### config.mk
export PLATFORM = sky130hd
export DESIGN_NAME = loop_path_signature_flat
export DESIGN_NICKNAME = d
export VERILOG_FILES = /design/src/rtl/lps_pkg.sv /design/src/rtl/lps_if.sv /design/src/rtl/lps_lane.sv /design/src/rtl/lps_merge.sv /design/src/rtl/lps_encode.sv /design/src/rtl/loop_path_signature.sv /design/src/flat_wrapper.sv
export SDC_FILE = /design/constraint.sdc
export NUM_CORES = 2
export LEC_CHECK = 0
export BUFFER_PORTS_ARGS = -buffer_cell sky130_fd_sc_hd__buf_2
export CORE_AREA = 2 2 357 253
export DETAILED_ROUTE_END_ITERATION = 10
export DIE_AREA = 0 0 359 255
export HOLD_SLACK_MARGIN = 0.1
export PLACE_DENSITY_LB_ADDON = 0.15
export SKIP_CTS_REPAIR_TIMING = 1
export SLEW_MARGIN = 5
export SYNTH_ARGS = -nofsm -noshare
export SYNTH_HDL_FRONTEND = slang
export SYNTH_SLANG_ARGS = --single-unit
### constraint.sdc
create_clock -name clk_i -period 24.7 [get_ports clk_i]
set_input_delay 3.705 -clock clk_i [delete_from_list [all_inputs] [get_ports clk_i]]
set_output_delay 3.705 -clock clk_i [all_outputs]
set_load 0.03 [all_outputs]
### src/rtl/lps_pkg.sv
// Package for the loop path signature block.
// Holds field widths, the direction encoding constant, stage control structs
// and the decimal weight function. No dependencies.
`timescale 1ns / 1ps

package lps_pkg;

  localparam int DIR_W           = 3;
  localparam int LEN_W           = 4;
  localparam int SIG_W           = 28;
  localparam int NUM_STEP_INPUTS = 8;
  localparam int MAX_STEPS_DEF   = 8;

  // A direction and its opposite always sum to this code.
  localparam logic [DIR_W-1:0] OPPOSITE_SUM = 3'd7;

  typedef struct packed {
    logic load;
    logic zero_len;
  } stage_ctl_t;

  typedef struct packed {
    logic reversed;
    logic zero_len;
  } pick_t;

  // Ten to the power k, modulo two to the SIG_W.
  function automatic logic [SIG_W-1:0] dec_weight(input int k);
    logic [SIG_W-1:0] w;
    w = SIG_W'(1);
    for (int i = 0; i < k; i++) begin
      w = SIG_W'(w * SIG_W'(10));
    end
    return w;
  endfunction

endpackage

### src/rtl/lps_if.sv
// Channel interfaces for the loop path signature block.
// The input channel carries one path, the output channel one signature.
// Depends on lps_pkg.
`timescale 1ns / 1ps

interface lps_in_if import lps_pkg::*; ();
  logic             valid;
  logic             ready;
  logic [LEN_W-1:0] path_length;
  logic [DIR_W-1:0] step_dir_0;
  logic [DIR_W-1:0] step_dir_1;
  logic [DIR_W-1:0] step_dir_2;
  logic [DIR_W-1:0] step_dir_3;
  logic [DIR_W-1:0] step_dir_4;
  logic [DIR_W-1:0] step_dir_5;
  logic [DIR_W-1:0] step_dir_6;
  logic [DIR_W-1:0] step_dir_7;

  modport source (
    output valid, path_length, step_dir_0, step_dir_1, step_dir_2, step_dir_3,
           step_dir_4, step_dir_5, step_dir_6, step_dir_7,
    input  ready
  );
  modport sink (
    input  valid, path_length, step_dir_0, step_dir_1, step_dir_2, step_dir_3,
           step_dir_4, step_dir_5, step_dir_6, step_dir_7,
    output ready
  );
endinterface

interface lps_out_if import lps_pkg::*; ();
  logic                    valid;
  logic                    ready;
  logic signed [SIG_W-1:0] signature;
  logic                    reversed_canonical;
  logic                    invalid_length;

  modport source (
    output valid, signature, reversed_canonical, invalid_length,
    input  ready
  );
  modport sink (
    input  valid, signature, reversed_canonical, invalid_length,
    output ready
  );
endinterface

### src/rtl/lps_lane.sv
// One rotation lane: builds the octal key of the forward and reversed path
// rotated to start at step LANE, and registers both.
// Depends on lps_pkg.
`timescale 1ns / 1ps

module lps_lane import lps_pkg::*; #(
  parameter int MAX_STEPS = MAX_STEPS_DEF,
  parameter int LANE      = 0
) (
  input  logic                                clk_i,
  input  logic                                load_i,
  input  logic [LEN_W-1:0]                    len_i,
  input  logic [MAX_STEPS-1:0][DIR_W-1:0]     dirs_i,
  output logic [DIR_W*MAX_STEPS-1:0]          fwd_key_o,
  output logic [DIR_W*MAX_STEPS-1:0]          rev_key_o
);

  localparam int KEY_W = DIR_W * MAX_STEPS;
  localparam int SUM_W = $clog2(2 * MAX_STEPS + 1);
  localparam int IDX_W = (MAX_STEPS > 1) ? $clog2(MAX_STEPS) : 1;

  logic [KEY_W-1:0] fwd_key_d, fwd_key_q;
  logic [KEY_W-1:0] rev_key_d, rev_key_q;

  // Octal digits compare in the same order as the decimal digits they
  // stand for, since every rotation has the same number of digits.
  always_comb begin
    logic [SUM_W-1:0] len_w;
    logic [SUM_W-1:0] pos;
    logic [SUM_W-1:0] mir;
    len_w     = SUM_W'(len_i);
    fwd_key_d = '0;
    rev_key_d = '0;
    for (int j = 0; j < MAX_STEPS; j++) begin
      pos = SUM_W'(j) + SUM_W'(LANE);
      if (pos >= len_w) begin
        pos = pos - len_w;
      end
      mir = len_w - SUM_W'(1) - pos;
      if (SUM_W'(j) < len_w) begin
        fwd_key_d[DIR_W*j +: DIR_W] = dirs_i[pos[IDX_W-1:0]];
        rev_key_d[DIR_W*j +: DIR_W] = OPPOSITE_SUM - dirs_i[mir[IDX_W-1:0]];
      end
    end
    // A lane past the path length takes no part in the minimum.
    if (!(SUM_W'(LANE) < len_w)) begin
      fwd_key_d = '1;
      rev_key_d = '1;
    end
  end

  always_ff @(posedge clk_i) begin
    if (load_i) begin
      fwd_key_q <= fwd_key_d;
      rev_key_q <= rev_key_d;
    end
  end

  assign fwd_key_o = fwd_key_q;
  assign rev_key_o = rev_key_q;

endmodule

### src/rtl/lps_merge.sv
// Merging stage: minimum trees over the forward and reversed lane keys,
// then the choice between the two minima, registered.
// Depends on lps_pkg.
`timescale 1ns / 1ps

module lps_merge import lps_pkg::*; #(
  parameter int MAX_STEPS = MAX_STEPS_DEF
) (
  input  logic                                     clk_i,
  input  stage_ctl_t                               ctl_i,
  input  logic [MAX_STEPS-1:0][DIR_W*MAX_STEPS-1:0] fwd_keys_i,
  input  logic [MAX_STEPS-1:0][DIR_W*MAX_STEPS-1:0] rev_keys_i,
  output logic [DIR_W*MAX_STEPS-1:0]               key_o,
  output pick_t                                    pick_o
);

  localparam int KEY_W  = DIR_W * MAX_STEPS;
  localparam int LEAVES = 1 << $clog2(MAX_STEPS);
  localparam int NODES  = 2 * LEAVES - 1;

  logic [NODES-1:0][KEY_W-1:0] fnode;
  logic [NODES-1:0][KEY_W-1:0] rnode;
  logic [KEY_W-1:0]            key_d, key_q;
  pick_t                       pick_d, pick_q;

  always_comb begin
    for (int i = 0; i < LEAVES; i++) begin
      if (i < MAX_STEPS) begin
        fnode[LEAVES-1+i] = fwd_keys_i[i];
        rnode[LEAVES-1+i] = rev_keys_i[i];
      end else begin
        fnode[LEAVES-1+i] = '1;
        rnode[LEAVES-1+i] = '1;
      end
    end
    for (int n = LEAVES - 2; n >= 0; n--) begin
      fnode[n] = (fnode[2*n+2] < fnode[2*n+1]) ? fnode[2*n+2] : fnode[2*n+1];
      rnode[n] = (rnode[2*n+2] < rnode[2*n+1]) ? rnode[2*n+2] : rnode[2*n+1];
    end
  end

  // A tie between the two minima counts as forward.
  always_comb begin
    pick_d.reversed = (rnode[0] < fnode[0]) && !ctl_i.zero_len;
    pick_d.zero_len = ctl_i.zero_len;
    key_d           = (rnode[0] < fnode[0]) ? rnode[0] : fnode[0];
  end

  always_ff @(posedge clk_i) begin
    if (ctl_i.load) begin
      key_q  <= key_d;
      pick_q <= pick_d;
    end
  end

  assign key_o  = key_q;
  assign pick_o = pick_q;

endmodule

### src/rtl/lps_encode.sv
// Output stage: turns the chosen octal key into its decimal value, applies
// the sign and the zero-length case, and holds the result.
// Depends on lps_pkg.
`timescale 1ns / 1ps

module lps_encode import lps_pkg::*; #(
  parameter int MAX_STEPS = MAX_STEPS_DEF
) (
  input  logic                       clk_i,
  input  logic                       load_i,
  input  logic [DIR_W*MAX_STEPS-1:0] key_i,
  input  pick_t                      pick_i,
  output logic signed [SIG_W-1:0]    signature_o,
  output logic                       reversed_o,
  output logic                       invalid_o
);

  logic [SIG_W-1:0] sig_d, sig_q;
  logic             rev_q, inv_q;

  // The sum is kept modulo two to the SIG_W, which gives the wrapped
  // signed value directly.
  always_comb begin
    logic [SIG_W-1:0] acc;
    logic [SIG_W-1:0] term;
    acc = '0;
    for (int k = 0; k < MAX_STEPS; k++) begin
      term = SIG_W'(key_i[DIR_W*k +: DIR_W]) * dec_weight(k);
      acc  = acc + term;
    end
    if (pick_i.zero_len) begin
      sig_d = '0;
    end else if (pick_i.reversed) begin
      sig_d = SIG_W'(0) - acc;
    end else begin
      sig_d = acc;
    end
  end

  always_ff @(posedge clk_i) begin
    if (load_i) begin
      sig_q <= sig_d;
      rev_q <= pick_i.reversed;
      inv_q <= pick_i.zero_len;
    end
  end

  assign signature_o = $signed(sig_q);
  assign reversed_o  = rev_q;
  assign invalid_o   = inv_q;

endmodule

### src/rtl/loop_path_signature.sv
// Top level of the loop path signature block: rotation lanes, merging stage
// and output stage, with the pipeline valid control.
// Depends on lps_pkg, lps_if, lps_lane, lps_merge and lps_encode.
//
//   Channel  Dir  Carries
//   path_i   in   path_length, step_dir_0 .. step_dir_7
//   sig_o    out  signature, reversed_canonical, invalid_length
//
// Three register stages: lane keys, merged minimum, decimal result. One path
// can enter in every cycle while sig_o does not stall. Reset clears the stage
// valid flags only. A stall on sig_o fills the stages from the back, and path_i
// drops ready only once all three hold a result.
`timescale 1ns / 1ps

module loop_path_signature import lps_pkg::*; #(
  parameter int MAX_STEPS = MAX_STEPS_DEF
) (
  input  logic       clk_i,
  input  logic       rst_ni,
  lps_in_if.sink     path_i,
  lps_out_if.source  sig_o
);

  localparam int KEY_W = DIR_W * MAX_STEPS;

  logic [NUM_STEP_INPUTS-1:0][DIR_W-1:0] in_dirs;
  logic [MAX_STEPS-1:0][DIR_W-1:0]       dirs;
  logic [LEN_W-1:0]                      len_sat;
  logic [MAX_STEPS-1:0][KEY_W-1:0]       fwd_keys;
  logic [MAX_STEPS-1:0][KEY_W-1:0]       rev_keys;
  logic [KEY_W-1:0]                      min_key;
  pick_t                                 pick;
  stage_ctl_t                            merge_ctl;

  logic v1_d, v1_q, v2_d, v2_q, v3_d, v3_q;
  logic zero1_q;
  logic ld1, ld2, ld3;

  assign in_dirs = {path_i.step_dir_7, path_i.step_dir_6, path_i.step_dir_5,
                    path_i.step_dir_4, path_i.step_dir_3, path_i.step_dir_2,
                    path_i.step_dir_1, path_i.step_dir_0};

  // Steps without an input field read as code zero.
  for (genvar i = 0; i < MAX_STEPS; i++) begin : g_dirs
    if (i < NUM_STEP_INPUTS) begin : g_field
      assign dirs[i] = in_dirs[i];
    end else begin : g_none
      assign dirs[i] = '0;
    end
  end

  assign len_sat = (path_i.path_length > LEN_W'(MAX_STEPS)) ? LEN_W'(MAX_STEPS)
                                                            : path_i.path_length;

  // Each stage loads when its content can move on or it is empty.
  assign ld3          = v2_q && (!v3_q || sig_o.ready);
  assign ld2          = v1_q && (!v2_q || ld3);
  assign path_i.ready = !v1_q || !v2_q || ld3;
  assign ld1          = path_i.valid && path_i.ready;

  always_comb begin
    v1_d = ld1 ? 1'b1 : (ld2 ? 1'b0 : v1_q);
    v2_d = ld2 ? 1'b1 : (ld3 ? 1'b0 : v2_q);
    v3_d = ld3 ? 1'b1 : ((sig_o.ready) ? 1'b0 : v3_q);
  end

  always_ff @(posedge clk_i or negedge rst_ni) begin
    if (!rst_ni) begin
      v1_q <= 1'b0;
      v2_q <= 1'b0;
      v3_q <= 1'b0;
    end else begin
      v1_q <= v1_d;
      v2_q <= v2_d;
      v3_q <= v3_d;
    end
  end

  always_ff @(posedge clk_i) begin
    if (ld1) begin
      zero1_q <= (path_i.path_length == '0);
    end
  end

  for (genvar s = 0; s < MAX_STEPS; s++) begin : g_lane
    lps_lane #(
      .MAX_STEPS (MAX_STEPS),
      .LANE      (s)
    ) u_lane (
      .clk_i     (clk_i),
      .load_i    (ld1),
      .len_i     (len_sat),
      .dirs_i    (dirs),
      .fwd_key_o (fwd_keys[s]),
      .rev_key_o (rev_keys[s])
    );
  end

  assign merge_ctl.load     = ld2;
  assign merge_ctl.zero_len = zero1_q;

  lps_merge #(
    .MAX_STEPS (MAX_STEPS)
  ) u_merge (
    .clk_i      (clk_i),
    .ctl_i      (merge_ctl),
    .fwd_keys_i (fwd_keys),
    .rev_keys_i (rev_keys),
    .key_o      (min_key),
    .pick_o     (pick)
  );

  lps_encode #(
    .MAX_STEPS (MAX_STEPS)
  ) u_encode (
    .clk_i       (clk_i),
    .load_i      (ld3),
    .key_i       (min_key),
    .pick_i      (pick),
    .signature_o (sig_o.signature),
    .reversed_o  (sig_o.reversed_canonical),
    .invalid_o   (sig_o.invalid_length)
  );

  assign sig_o.valid = v3_q;

  // Ready drops only when every stage is full and the output is stalled.
  a_ready_full : assert property (@(posedge clk_i) disable iff (!rst_ni)
    !path_i.ready |-> (v1_q && v2_q && v3_q && !sig_o.ready))
    else $error("input stalled while a stage was free");

  // A zero-length path gives a plain zero result.
  a_zero_len : assert property (@(posedge clk_i) disable iff (!rst_ni)
    (sig_o.valid && sig_o.invalid_length) |->
      (sig_o.signature == '0 && !sig_o.reversed_canonical))
    else $error("zero-length path gave a non-zero result");

  // A result leaving the output stage is replaced or the stage empties.
  a_drain : assert property (@(posedge clk_i) disable iff (!rst_ni)
    (sig_o.valid && sig_o.ready && !v2_q) |=> !sig_o.valid)
    else $error("output stage repeated a transaction");

  // A stage that loads must have had its source stage occupied.
  a_load_src : assert property (@(posedge clk_i) disable iff (!rst_ni)
    ld3 |-> $past(ld2, 1) || v2_q)
    else $error("merge stage moved on without a transaction");

endmodule

### src/flat_wrapper.sv
// flat-port wrapper written by rule: the top's interface ports become plain ports
module loop_path_signature_flat import lps_pkg::*;
#(
  parameter int MAX_STEPS = MAX_STEPS_DEF
)
  (clk_i, rst_ni, path_i_valid, path_i_path_length, path_i_step_dir_0, path_i_step_dir_1, path_i_step_dir_2, path_i_step_dir_3, path_i_step_dir_4, path_i_step_dir_5, path_i_step_dir_6, path_i_step_dir_7, path_i_ready, sig_o_valid, sig_o_signature, sig_o_reversed_canonical, sig_o_invalid_length, sig_o_ready);
  lps_in_if path_i_i ();
  lps_out_if sig_o_i ();
  input  logic clk_i;
  input  logic rst_ni;
  input wire logic [$bits(path_i_i.valid)-1:0] path_i_valid;
  input wire logic [$bits(path_i_i.path_length)-1:0] path_i_path_length;
  input wire logic [$bits(path_i_i.step_dir_0)-1:0] path_i_step_dir_0;
  input wire logic [$bits(path_i_i.step_dir_1)-1:0] path_i_step_dir_1;
  input wire logic [$bits(path_i_i.step_dir_2)-1:0] path_i_step_dir_2;
  input wire logic [$bits(path_i_i.step_dir_3)-1:0] path_i_step_dir_3;
  input wire logic [$bits(path_i_i.step_dir_4)-1:0] path_i_step_dir_4;
  input wire logic [$bits(path_i_i.step_dir_5)-1:0] path_i_step_dir_5;
  input wire logic [$bits(path_i_i.step_dir_6)-1:0] path_i_step_dir_6;
  input wire logic [$bits(path_i_i.step_dir_7)-1:0] path_i_step_dir_7;
  output wire logic [$bits(path_i_i.ready)-1:0] path_i_ready;
  output wire logic [$bits(sig_o_i.valid)-1:0] sig_o_valid;
  output wire logic [$bits(sig_o_i.signature)-1:0] sig_o_signature;
  output wire logic [$bits(sig_o_i.reversed_canonical)-1:0] sig_o_reversed_canonical;
  output wire logic [$bits(sig_o_i.invalid_length)-1:0] sig_o_invalid_length;
  input wire logic [$bits(sig_o_i.ready)-1:0] sig_o_ready;
  assign path_i_i.valid = path_i_valid;
  assign path_i_i.path_length = path_i_path_length;
  assign path_i_i.step_dir_0 = path_i_step_dir_0;
  assign path_i_i.step_dir_1 = path_i_step_dir_1;
  assign path_i_i.step_dir_2 = path_i_step_dir_2;
  assign path_i_i.step_dir_3 = path_i_step_dir_3;
  assign path_i_i.step_dir_4 = path_i_step_dir_4;
  assign path_i_i.step_dir_5 = path_i_step_dir_5;
  assign path_i_i.step_dir_6 = path_i_step_dir_6;
  assign path_i_i.step_dir_7 = path_i_step_dir_7;
  assign path_i_ready = path_i_i.ready;
  assign sig_o_valid = sig_o_i.valid;
  assign sig_o_signature = sig_o_i.signature;
  assign sig_o_reversed_canonical = sig_o_i.reversed_canonical;
  assign sig_o_invalid_length = sig_o_i.invalid_length;
  assign sig_o_i.ready = sig_o_ready;
  loop_path_signature #(.MAX_STEPS(MAX_STEPS)) u_core (.clk_i(clk_i), .rst_ni(rst_ni), .path_i(path_i_i), .sig_o(sig_o_i));
endmodule
==> summary.txt <==
Synth
  • Synthesized flop and latch total: 444
  • Top cells by area, synth: edfxtp_1 36%, ha_1 16%, mux2i_1 5.4%, nand2_1 4.3%, inv_1 4.0%
  • Syn_nets: 4,358
  • Asr flop ratio synth: 0.676%
  • Post-Syn Instances: 3,814
  • Synth unique cells: 86
  • Sequential area share after synthesis: 36.2%
  • Mean Syn Cell Area: 9.64 sq um
  • Synth top area share: 36.0%
  • Post-Syn Area: 0.0368 sq mm
  • Synth area leader: edfxtp_1
  • Top FF cell, synth: edfxtp_1
  • Number of enable flip-flop cells after synthesis: 441
  • Yosys warnings: 0

Setup path
  • Slowest CP cell: nor4_1
  • CP Data Arrival Time: 12.71 ns
  • CP Launch Type: flip-flop
  • Reg2reg start: u_core.g_lane[1].u_lane.fwd_key_o[23]
  • Worst Setup End Kind: flip-flop
  • Critical-path maximum fanout: 24
  • Critical Path Start: u_core.g_lane[1].u_lane.fwd_key_o[23]
  • Worst R2R Setup Slack: 12.31 ns
  • Crit Path Category: reg -> reg
  • Req. time, crit path: 25.02 ns
  • Most used cell, CP: a21o_1
  • Crit path largest cell delay: 0.70 ns

STA
  • Period utilization: 50.1%
  • Max-slew headroom: 20.3%
  • Max Slew Vio Count: 0
  • Worst-Margin Slew: 1.16 ns
  • Endpoints failing setup: 0
  • Fmax: 0.0807 GHz
  • Setup TNS: 0 ns
  • RSZ-0062 raised after global routing: no
  • Tmin final: 12.39 ns
  • Worst hold slack: 0.468 ns
  • Final hold violation count: 0
  • Clock skew: 0.0349 ns

Global route
  • Busiest metal layer after global routing: met1
  • Largest net degree at the start of global routing: 167
  • GRT met1 Usage: 43.0%
  • Global-route wire length before repair: 185 mm
  • Antenna violations before repair: 6
  • Routing usage on met2: 36.6%
  • Met3 GRT Util: 6.79%
  • Grt total ovfl: 0
  • Vias in the first global route: 27.1k
  • GR Util All Layers: 27.2%

Die
  • I/O pins: 64
  • Die H: 255 microns
  • Die width: 359 microns
  • Initial Utilization: 41.4%
  • Row cnt: 92
  • Core Footprint: 0.0888 sq mm
  • Die area: 0.0915 sq mm

Route
  • Drt wl/cell: 25.2 microns
  • Vias/cell: 5.87
  • Final wirelength: 127 mm
  • Post-route antenna net violation count: 0
  • Via count: 29.5k
  • Initial DRC Count: 3,569
  • DRT Pass-1 Iters: 5
  • Drt drc: 0

Clock network
  • H-tree depth: 2
  • Worst-skew pair later-pin latency: 0.65 ns
  • Clock buffer depth: 3
  • Clock root cell: clkbuf_16
  • Worst-path clk slew: 0.06 ns
  • CTS buffer count: 52
  • CTS sink cnt: 444
  • CTS tree: done

Final layout
  • Final nets: 4,349
  • Fillers: 8,508
  • Area growth syn-to-layout: 8.89%
  • Fin util: 45.1%
  • Non-Filler Instances: 5,024
  • Share of cells above drive strength 1: 8.79%

Min path
  • Type of the worst min-delay path: reg -> reg
  • Min-delay src: u_core.zero1_q

Placement
  • Port bufs: 63
  • Final Wtd Congestion: 0.930
  • Placed cell count: 4,926
  • Final HPWL DP: 93.7 mm

Run
  • Max-Cap Viols: 0

Status
  • Status: finished clean
-- routing by layer --
metal,routed length [microns],vias up
li1,-,13699
met5,0,-
met3,14500,161
met2,48300,1356
met4,2490,0
met1,61200,14260
-- placed cells by master (no fill, tap or decap), types with 39 or more instances in the layout --
cell type  synthesis  final
nand3_1           49     49
buf_2              3     63
o21a_1            46     46
edfxtp_1         441    441
nor2_1           274    267
a21oi_1          276    275
nand2b_1          49     49
o21ai_0          286    285
nand4_1           39     39
buf_4              9     54
mux2i_1          198    198
inv_1            389    389
clkbuf_16          0     52
ha_1             457    455
xnor2_1           48     48
nand2_1          425    423
a21o_1            79     79
fa_1              55     55
mux4_2            64     64
-- area by class of cell --
cell class	instances	area (sq um)	area share, %
antenna	2	5.00	0.0125
clock buffer	63	1340	3.35
clock inverter	33	349	0.872
inverter	392	1470	3.67
multi-input combinational	2797	21400	53.3
sequential	444	13300	33.3
tap	1175	1470	3.67
timing repair buffer	118	741	1.85
-- synth_stat cells, drive strengths merged (23+ instances only) --
library cell and number:
nand2b 49, edfxtp 441, nand3 49, and2 23
nor2b 32, buf 35, nand2 425, a21o 79
ha 457, clkbuf 146, o21ai 299, fa 55
nand4 39, nor2 274, inv 390, or2 26
mux4 64, xor2 33, mux2i 198, o21a 46
xnor2 48, a21oi 278, nor3 31
-- worst max-delay path: cells and delay by family (launching register included) --
family | cells | cell delay (ns)
AO/OA/AOI/OAI | 25 | 5.47
AND/OR/NAND/NOR | 11 | 2.97
multiplexers | 4 | 1.21
adder cells (fa/ha/maj) | 4 | 1.18
buffers and inverters | 3 | 0.83
flip-flops | 1 | 0.39
-- registers in the layout, summed over array words and instances, names as in the netlist, 2 cells and up --
signal                          flops
u_core.g_lane.u_lane.fwd_key_o    192
u_core.g_lane.u_lane.rev_key_o    192
u_core.u_encode.signature_o        28
u_core.u_merge.key_o               24
u_core.u_merge.pick_o               2
-- cell families after synthesis --
| kind of cell | synth area share, % |
|---|---|
| fa+ha+maj | 18.5 |
| flops | 36.2 |
| xor+xnor | 1.93 |
| compound gates | 14.8 |
| simple gates | 12.6 |
| buf+inv | 5.97 |
| mux | 9.98 |
-- per-stage QoR --
step	worst slack (ns)	cell area (sq um)
after floorplan	11.12	36800
after global placement	12.83	38400
after detailed placement	12.48	38400
after CTS	12.46	40000
after global routing	11.40	40000
final	12.31	40100
-- worst paths after layout --
path,end,depth (start not counted)
max in group asynchronous,u_core.v1_q,1
max,u_core.u_merge.key_o[12],47
min,u_core.u_merge.pick_o[0],0
max reg2reg,u_core.u_merge.key_o[12],47
min in group asynchronous,u_core.sig_o.valid,1
min reg2reg,u_core.u_merge.pick_o[0],0
Power is not shown: default switching activity piles up to over one toggle a cycle in this logic, so the estimate is an artifact.
